`config.mk`:
```
export PLATFORM = sky130hd
export DESIGN_NAME = char_lcd_nibble_write_queue_core
export DESIGN_NICKNAME = d
export VERILOG_FILES = /design/src/rtl/clnwq_pkg.sv /design/src/rtl/char_lcd_nibble_write_queue_core.sv /design/src/rtl/clnwq_ram.sv
export SDC_FILE = /design/constraint.sdc
export NUM_CORES = 1
export LEC_CHECK = 0
export BUFFER_PORTS_ARGS = -buffer_cell sky130_fd_sc_hd__buf_4
export CORE_MARGIN = 10
export CORE_UTILIZATION = 55
export CTS_CLUSTER_DIAMETER = 150
export DETAILED_ROUTE_END_ITERATION = 16
export MAX_ROUTING_LAYER = met4
export PLACE_DENSITY_LB_ADDON = 0.12
export SETUP_SLACK_MARGIN = 0.15
export SLEW_MARGIN = 20
export SYNTH_ARGS = -nofsm -noshare
export SYNTH_HDL_FRONTEND = slang
export SYNTH_SLANG_ARGS = --single-unit
```
`constraint.sdc`:
```
create_clock -name clock -period 6.3 [get_ports clock]
set_input_delay 1.89 -clock clock [delete_from_list [all_inputs] [get_ports clock]]
set_output_delay 1.89 -clock clock [all_outputs]
set_load 0.005 [all_outputs]
```
`src/rtl/clnwq_pkg.sv`:
```
package clnwq_pkg;

   localparam int NIB_W   = 4;
   localparam int BYTE_W  = 8;
   localparam int STATUS_W = 2;

   localparam logic REQ_PUSH = 1'b0;
   localparam logic REQ_TICK = 1'b1;

   localparam logic [STATUS_W-1:0] STATUS_DONE  = 2'd0;
   localparam logic [STATUS_W-1:0] STATUS_FULL  = 2'd1;
   localparam logic [STATUS_W-1:0] STATUS_EMPTY = 2'd2;

   typedef struct packed {
      logic             cmd;
      logic [NIB_W-1:0] nibble;
   } entry_type;

   localparam int ENTRY_W = $bits(entry_type);

   typedef struct packed {
      logic [STATUS_W-1:0] status;
      logic                strobe_res;
      logic [NIB_W-1:0]    bus_nibble;
      logic                register_select;
   } rsp_type;

endpackage

```
`src/rtl/char_lcd_nibble_write_queue_core.sv`:
```
// Write queue for a character LCD on a 4-bit bus.
// Input channel (req_valid/req_stall): req_type 0 pushes req_byte_value as
// two nibbles, high first, each tagged with req_is_command; req_type 1 is a
// tick that pops one nibble for the display.
// Result channel (rsp_valid/rsp_stall): one word per accepted item. rsp_status
// is done, full (push refused, fewer than two free slots) or empty (tick with
// nothing queued). A popped nibble comes with rsp_strobe_res high,
// rsp_bus_nibble (bit 3 is D7) and rsp_register_select (0 command, 1 data).
// Items are handled one at a time around a single-port nibble store.
// A push writes the high nibble on acceptance and the low one in ST_PUSH2; a
// tick with data forms its result in ST_READ from the registered store read;
// a refused push or empty tick forms it at once for the output register.
// The output register holds one word; while the receiver stalls, one more
// item is accepted and its result is parked until the output drains.
// Reset empties the queue and the output register; store contents are left
// as they are and are never read before being written.
module char_lcd_nibble_write_queue_core #(
   parameter int QUEUE_DEPTH = 64
) (
   input  logic       clock,
   input  logic       reset,
   input  logic       req_valid,
   output logic       req_stall,
   input  logic       req_type,
   input  logic [7:0] req_byte_value,
   input  logic       req_is_command,
   output logic       rsp_valid,
   input  logic       rsp_stall,
   output logic [1:0] rsp_status,
   output logic       rsp_strobe_res,
   output logic [3:0] rsp_bus_nibble,
   output logic       rsp_register_select
);
   import clnwq_pkg::*;

   localparam int PTR_W = $clog2(QUEUE_DEPTH);
   localparam int CNT_W = $clog2(QUEUE_DEPTH + 1);

   localparam logic [1:0] ST_IDLE  = 2'd0;
   localparam logic [1:0] ST_PUSH2 = 2'd1;
   localparam logic [1:0] ST_READ  = 2'd2;
   localparam logic [1:0] ST_HOLD  = 2'd3;

   function automatic logic [PTR_W-1:0] ptr_next(input logic [PTR_W-1:0] p);
      logic [PTR_W-1:0] r;
      if (p == PTR_W'(QUEUE_DEPTH - 1)) begin
         r = '0;
      end else begin
         r = p + PTR_W'(1);
      end
      return r;
   endfunction

   logic [1:0]       state_ff, state_in;
   logic [PTR_W-1:0] wp_ff, wp_in;
   logic [PTR_W-1:0] rp_ff, rp_in;
   logic [CNT_W-1:0] cnt_ff, cnt_in;
   entry_type        low_ff, low_in;
   rsp_type          pend_ff, pend_in;
   rsp_type          rsp_ff, rsp_in;
   logic             rsp_valid_ff, rsp_valid_in;

   logic             ram_we;
   logic [PTR_W-1:0] ram_addr;
   entry_type        ram_wentry;
   logic [ENTRY_W-1:0] ram_rdata;
   entry_type        rd_entry;

   logic             req_accept;
   logic             out_free;
   logic             has_room;
   logic             finish;
   rsp_type          res;

   assign req_stall  = (state_ff != ST_IDLE);
   assign req_accept = req_valid && !req_stall;
   assign out_free   = !rsp_valid_ff || !rsp_stall;
   assign has_room   = (cnt_ff <= CNT_W'(QUEUE_DEPTH - 2));
   assign rd_entry   = entry_type'(ram_rdata);

   always_comb begin
      state_in     = state_ff;
      wp_in        = wp_ff;
      rp_in        = rp_ff;
      cnt_in       = cnt_ff;
      low_in       = low_ff;
      pend_in      = pend_ff;
      rsp_in       = rsp_ff;
      rsp_valid_in = rsp_valid_ff && rsp_stall;
      ram_we       = 1'b0;
      ram_addr     = wp_ff;
      ram_wentry   = low_ff;
      finish       = 1'b0;
      res          = '0;

      unique case (state_ff)
         ST_IDLE: begin
            if (req_accept) begin
               if (req_type == REQ_PUSH) begin
                  if (has_room) begin
                     ram_we     = 1'b1;
                     ram_addr   = wp_ff;
                     ram_wentry = '{cmd: req_is_command, nibble: req_byte_value[7:4]};
                     low_in     = '{cmd: req_is_command, nibble: req_byte_value[3:0]};
                     wp_in      = ptr_next(wp_ff);
                     cnt_in     = cnt_ff + CNT_W'(2);
                     state_in   = ST_PUSH2;
                  end else begin
                     res.status = STATUS_FULL;
                     finish     = 1'b1;
                  end
               end else begin
                  if (cnt_ff == '0) begin
                     res.status = STATUS_EMPTY;
                     finish     = 1'b1;
                  end else begin
                     ram_addr = rp_ff;
                     rp_in    = ptr_next(rp_ff);
                     cnt_in   = cnt_ff - CNT_W'(1);
                     state_in = ST_READ;
                  end
               end
            end
         end
         ST_PUSH2: begin
            ram_we     = 1'b1;
            ram_addr   = wp_ff;
            ram_wentry = low_ff;
            wp_in      = ptr_next(wp_ff);
            res.status = STATUS_DONE;
            finish     = 1'b1;
         end
         ST_READ: begin
            res.status          = STATUS_DONE;
            res.strobe_res      = 1'b1;
            res.bus_nibble      = rd_entry.nibble;
            res.register_select = !rd_entry.cmd;
            finish              = 1'b1;
         end
         ST_HOLD: begin
            if (out_free) begin
               rsp_in       = pend_ff;
               rsp_valid_in = 1'b1;
               state_in     = ST_IDLE;
            end
         end
         default: begin
            state_in = ST_IDLE;
         end
      endcase

      if (finish) begin
         if (out_free) begin
            rsp_in       = res;
            rsp_valid_in = 1'b1;
            state_in     = ST_IDLE;
         end else begin
            pend_in  = res;
            state_in = ST_HOLD;
         end
      end
   end

   always_ff @(posedge clock) begin
      if (reset) begin
         state_ff     <= ST_IDLE;
         wp_ff        <= '0;
         rp_ff        <= '0;
         cnt_ff       <= '0;
         rsp_valid_ff <= 1'b0;
      end else begin
         state_ff     <= state_in;
         wp_ff        <= wp_in;
         rp_ff        <= rp_in;
         cnt_ff       <= cnt_in;
         rsp_valid_ff <= rsp_valid_in;
      end
      low_ff  <= low_in;
      pend_ff <= pend_in;
      rsp_ff  <= rsp_in;
   end

   clnwq_ram #(
      .WIDTH (ENTRY_W),
      .DEPTH (QUEUE_DEPTH)
   ) u_store (
      .clock (clock),
      .we    (ram_we),
      .addr  (ram_addr),
      .wdata (ram_wentry),
      .rdata (ram_rdata)
   );

   assign rsp_valid           = rsp_valid_ff;
   assign rsp_status          = rsp_ff.status;
   assign rsp_strobe_res      = rsp_ff.strobe_res;
   assign rsp_bus_nibble      = rsp_ff.bus_nibble;
   assign rsp_register_select = rsp_ff.register_select;

`ifndef SYNTHESIS
   a_cnt_bound: assert property (@(posedge clock) disable iff (reset)
      cnt_ff <= CNT_W'(QUEUE_DEPTH))
      else $error("fill count above queue depth");

   a_push_second: assert property (@(posedge clock) disable iff (reset)
      (req_accept && req_type == REQ_PUSH && has_room) |=> state_ff == ST_PUSH2)
      else $error("push did not move to second write");

   a_hold_valid: assert property (@(posedge clock) disable iff (reset)
      state_ff == ST_HOLD |-> rsp_valid_ff && $past(rsp_stall))
      else $error("parked result without a stalled output word");

   a_tick_strobe: assert property (@(posedge clock) disable iff (reset)
      (rsp_valid_ff && rsp_strobe_res) |-> rsp_status == STATUS_DONE)
      else $error("strobe with non-done status");
`endif

endmodule

```
`src/rtl/clnwq_ram.sv`:
```
module clnwq_ram #(
   parameter int WIDTH = 5,
   parameter int DEPTH = 64
) (
   input  logic                     clock,
   input  logic                     we,
   input  logic [$clog2(DEPTH)-1:0] addr,
   input  logic [WIDTH-1:0]         wdata,
   output logic [WIDTH-1:0]         rdata
);

   logic [WIDTH-1:0] mem [DEPTH];
   logic [WIDTH-1:0] rdata_ff;

   always_ff @(posedge clock) begin
      if (we) begin
         mem[addr] <= wdata;
      end
      rdata_ff <= mem[addr];
   end

   assign rdata = rdata_ff;

endmodule
```
== Word-level counts from Yosys, hierarchy flattened ==
Memory sizes are Yosys's and may differ from the RTL's. A register that Yosys moved wholly into a read port is not among the register bits.
Cells that the tools add are included.

* Output and inout bits: 10
* Bits in registers: 43
* Logic and storage cells: 107
* Memories kept: 1
* RAM bits: 320

* Equal/unequal tests: 13
* Reductions and logical operators: 20
* Multiplexer cells: 50
* Bitwise gates (word level): 3
* Add/subtract/negate cells: 4
* $lt $le $gt $ge: 1

{| class="wikitable"
|+ Memory list
! memory !! depth !! width !! read ports !! clocked after memory_dff !! wr ports !! RTL line !! text
|-
| u_store.mem || 64 || 5 || 1 || 1 || 1 || clnwq_ram.sv:12 || <nowiki>logic [WIDTH-1:0] mem [DEPTH];</nowiki>
|}

{| class="wikitable"
|+ Operators with widths
! kind !! count
|-
| $mux 6 || 10
|-
| $mux 8 || 4
|-
| $mux 2 || 11
|-
| $mux 7 || 3
|-
| $mux 5 || 4
|-
| $reduce_and 4->1 || 4
|-
| $mux 1 || 14
|-
| $add 6x1->6 const B || 2
|-
| $eq 6x6->1 const B || 2
|-
| $pmux 6 s2 || 1
|-
| $ne 2x2->1 const B || 4
|-
| $ne 4x4->1 const B || 2
|-
| $add 7x2->7 const B || 1
|-
| $le 7x6->1 const B || 1
|-
| $logic_not 7->1 || 1
|-
| $sub 7x1->7 const B || 1
|-
| $ne 3x3->1 const B || 2
|-
| $reduce_bool 2->1 || 3
|-
| $reduce_and 5->1 || 1
|-
| $eq 2x2->1 const B || 2
|-
| $logic_not 1->1 || 4
|-
| $pmux 1 s2 || 2
|-
| $pmux 2 s2 || 1
|-
| $not 1->1 || 3
|-
| 7 further kinds || 8
|}

== Logic depth before layout (Yosys ltp) ==
* Depth in word-level cells: 7
* Gate-level depth with buffers: 13

== By module ==
From an unflattened synthesis, not the netlist that was laid out.

* Cells, all modules: 1076
* Area total of the unflattened synthesis: 15462.3 µm²

{| class="wikitable"
|+ By module, submodules not included
! module !! cells an instance !! area each (µm²) !! seq. area each (µm²) !! times used
|-
| clnwq_ram || 801 || 12853.6 || 9709.3 || 1
|-
| char_lcd_nibble_write_queue_core || 275 || 2608.8 || 991.0 || 1
|}

== Worst setup path before layout ==
Ideal clock, no wire load.

* Path type: input -> register
* Start point: input port req_type
* End point: memory u_store.mem[11][0] (enable)
* Buffers on the path: 3
* Setup slack: 1754 ps
* Arrival time: 4206 ps
* Cell stages on the path: 8
* Data required time: 5960 ps
* Cell sequence: buf_2 > nand3_4 > a2111oi_1 > a21o_1 > buf_2 > buf_1 > nand2_1 > nor2_1

* Cells in the longest elaborated chain, start to end: 5
* Elaborated cells between the ends (all ways): 8

{| class="wikitable"
|+ Ends and longest elaborated chain
! item !! RTL line !! text
|-
| start, declared || char_lcd_nibble_write_queue_core.sv:24 || <nowiki>input logic req_type,</nowiki>
|-
| $mux 1 || char_lcd_nibble_write_queue_core.sv:99 || <nowiki>if (req_type == REQ_PUSH) begin</nowiki>
|-
| $mux 1 || char_lcd_nibble_write_queue_core.sv:98 || <nowiki>if (req_accept) begin</nowiki>
|-
| $pmux 1 s2 || char_lcd_nibble_write_queue_core.sv:96 || <nowiki>unique case (state_ff)</nowiki>
|-
| $mux 1 || clnwq_ram.sv:16 || <nowiki>if (we) begin</nowiki>
|-
| $mux 1 (not written as such) || clnwq_ram.sv:17 || <nowiki>mem[addr] <= wdata;</nowiki>
|-
| end, declared || clnwq_ram.sv:12 ||
|}

Several ways; a longest one is shown, not always the timed one.

== Worst setup path after layout ==
* Start point: input port req_type
* End point: memory u_store.mem[54][0] (enable)

Same word-level chain as after synthesis.

==> summary.md <==
| Metric | Value |
|---|---|
| Global-route wire length before repair | approximately 57000 µm |
| Initial antenna violation count | 1 |
| Largest net degree at the start of global routing | 44 |
| Vias in the first global route | between 8000 and 9000 |
| Die Area | around 33000 µm² |
| Initial DRC count | between 1000 and 1500 |
| I/O pin total | 24 |
| Post-synth EDFFs | around 330 |
| Number of distinct library cells after synthesis | 55 |
| CTS Root Cell | clkbuf_16 |
| Crit path kind | input port to flop |
| Warnings from Yosys | 0 |
| Avg WL per Cell | roughly 27 µm |
| Num CTS Buffers | 37 |
| Maxcap violations | 0 |
| Die width | about 180 µm |
| Crit-path max FO | 21 |
| Unrepaired setup endpoints after global routing | no |
| Commonest non-fill, non-tap cell in the layout | edfxtp_1 |
| Die height | 183 µm |
| Max-slew headroom | approximately 29% |
| Final Hold Viols | 0 |
| Final worst path period need | between 4000 and 5000 ps |
| Power, Total | around 6.4 mW |
| Fin area | between 15000 and 20000 µm² |
| Worst EP arrival | between 5000 and 6000 ps |
| Status | complete, no violations |
| Setup violations, final | 0 |
| Synth Register Bits | 368 |
| Layout fillers | slightly below 2000 |
| FFs w/ async S/R, synth | 0% |
| Grt total ovfl | 0 |
| Row count | roughly 60 |
| Vias/cell | 6.67 |
| Post-CTS Resized | 0 |
| Share of layout cells above drive strength 1 | 12.5% |
| Multi-input gate area | 3620 µm² |
| Commonest cells after routing, fill and taps aside | edfxtp_1 (333), nor2_1 (102), a22oi_1 (73) |
| Routed WL | ~38000 µm |
| Final Cycle Share | just under 80% |
| Most used flip-flop cell after synthesis | edfxtp_1 |
| Post-synthesis cell area | about 15000 µm² |
| # Post-CTS Setup Buffers | 0 |
| DRC errors left | 0 |
| Sink Count | 368 |
| Post-synthesis cell count | just under 1000 |
| DR vias | between 9000 and 10000 |
| Syn nets | around 1000 |
| Core ar. | about 26000 µm² |
| CTS tree | built |
| Skew final | 14.2 ps |
| Port buffer count | 23 |
| Register area | 10700 µm² |
| Max Freq | about 200 MHz |
| CP Capture Type | flop |
| First-pass detailed-route iteration total | 7 |
| Dpl cell area | ~15000 µm² |
| Startpoint types | input port |
| CTS clk-pin slew, worst paths | approximately 60 ps |
| Syn Area/Cell | about 15 µm² |
| FF-to-FF setup slack | between 1500 and 2000 ps |
| Global Route Usage Sum | between 20% and 30% |
| Fin nets | around 1000 |
| Worst Max-Slew Pin Slew | 1070 ps |
| # hold bufs at CTS | 0 |
| Static Leak | around 5.2 nW |
| Clk_lat worst skew | between 500 and 600 ps |
| Sequential area share after synthesis | ~73% |
| Final setup margin | roughly 1300 ps |
| Pwr dens | a little under 400 nW/µm² |
| Critical Path RT | ~6500 ps |
| Fin Setup TNS | 0 ps |
| Gp weighted congestion | 0.907 |
| H-tree depth | 2 |
| WHS | between 400 and 500 ps |
| Place WS | around 960 ps |
| Max clock buf depth | 3 |
| DPL Wire Length | 24700 µm |
| Maximum vdd drop | ~0.28 mV |
| Area grow syn2layout | 11.5% |
| Initial core utilization | between 50 and 60% |
| DRT antenna net count | 0 |
| Max-slew violation count | 0 |
| Worst hold-check path type | flop to flop |
## sequential cells by signal, summed over array words and instances (netlist names)
name	flops
pend_ff	8
u_store.mem	320
cnt_ff	7
wp_ff	6
u_store.rdata	5
rsp_bus_nibble	4
rsp_valid	1
state_ff	2
rsp_strobe_res	1
rsp_status	2
rp_ff	6
rsp_register_select	1
low_ff	5
## stage by stage
| step | utilization [%] | cells |
|---|---|---|
| 3_5_place_dp | 58.1 | 1309 |
| 4_1_cts | 62.4 | 1376 |
| 2_1_floorplan | - | 983 |
| 5_1_grt | 62.4 | 1377 |
| 6_report | 62.4 | 1377 |
| 3_3_place_gp | 58.1 | 1309 |
## layout make-up
cell class	count	share of cell area, %
sequential	368	65.8
multi-input combinational	549	22.2
timing repair buffer	49	2.26
clock inverter	23	1.08
inverter	8	0.185
tap	335	2.58
clock buffer	44	5.85
antenna	1	0.0154
## per-layer routing
layer  wire length, µm  part of all wire, %  track usage (%)  vias to the layer above
met5                 0                    0                -                        -
met3              3920                   10             4.31                       90
met1             15000                   40             30.5                     4548
li1                  -                    -                -                     3985
met2             17600                   47             35.1                      566
met4              1240                  3.3             7.26                        0
## cell families after synthesis
family | after synthesis | synth area share, %
AOI/OAI and AO/OA | 274 | 13.9
xor gates and xnor gates | 12 | 0.720
adders and majority gates | 12 | 1.03
buffers and inverters | 66 | 1.99
DFF | 368 | 73.3
muxes | 20 | 1.46
and+or+nand+nor | 231 | 7.60
## path summary, 6_finish.rpt
path                          startpoint                           end  cells past startpoint
setup / recovery                req_type  u_store.mem[54][0]$_DFFE_PP_                      8
hold / removal      pend_ff[5]$_DFFE_PP_        rsp_strobe_res$_DFF_P_                      2
setup reg to reg  cnt_ff[1]$_SDFFE_PP0P_      u_store.rdata[4]$_DFF_P_                     11
hold reg to reg     pend_ff[5]$_DFFE_PP_        rsp_strobe_res$_DFF_P_                      2
## critical path: stages
cell     delay, ps
buf_4          160
nand3_4        120
a21o_1         380
nor3_1         560
or2_1          900
buf_4          310
nand2_1        310
nor2_1         480
## Yosys cell counts (6+ instances only)
library cell,number,area share (%)
a211oi_1,7,0.36
mux2_2,10,0.77
a222oi_1,6,0.41
nand3_1,9,0.31
clkbuf_1,39,1.0
edfxtp_1,333,69
inv_1,8,0.21
a22o_1,37,2.2
nand2_1,47,1.2
dfxtp_1,35,4.8
a22oi_1,73,3.8
a221oi_1,40,2.4
nor4_1,7,0.30
buf_2,10,0.34
a21oi_1,31,1.1
and3_1,8,0.34
o21ai_0,20,0.69
nor2_1,102,2.6
a31oi_1,37,1.6
mux2i_1,10,0.69
nor3_1,10,0.34
nand3b_1,7,0.36
and2_1,11,0.47
ha_1,12,1.0
xnor2_1,7,0.42
## where the power goes
| part | switching (mW) | internal (mW) | total (mW) |
|---|---|---|---|
| combinational | 0.885 | 0.432 | 1.32 |
| sequential | 0.0950 | 2.93 | 3.02 |
| clock | 0.892 | 1.17 | 2.06 |
| total | 1.87 | 4.53 | 6.40 |
Note: power is estimated with default switching activity, not from simulation.
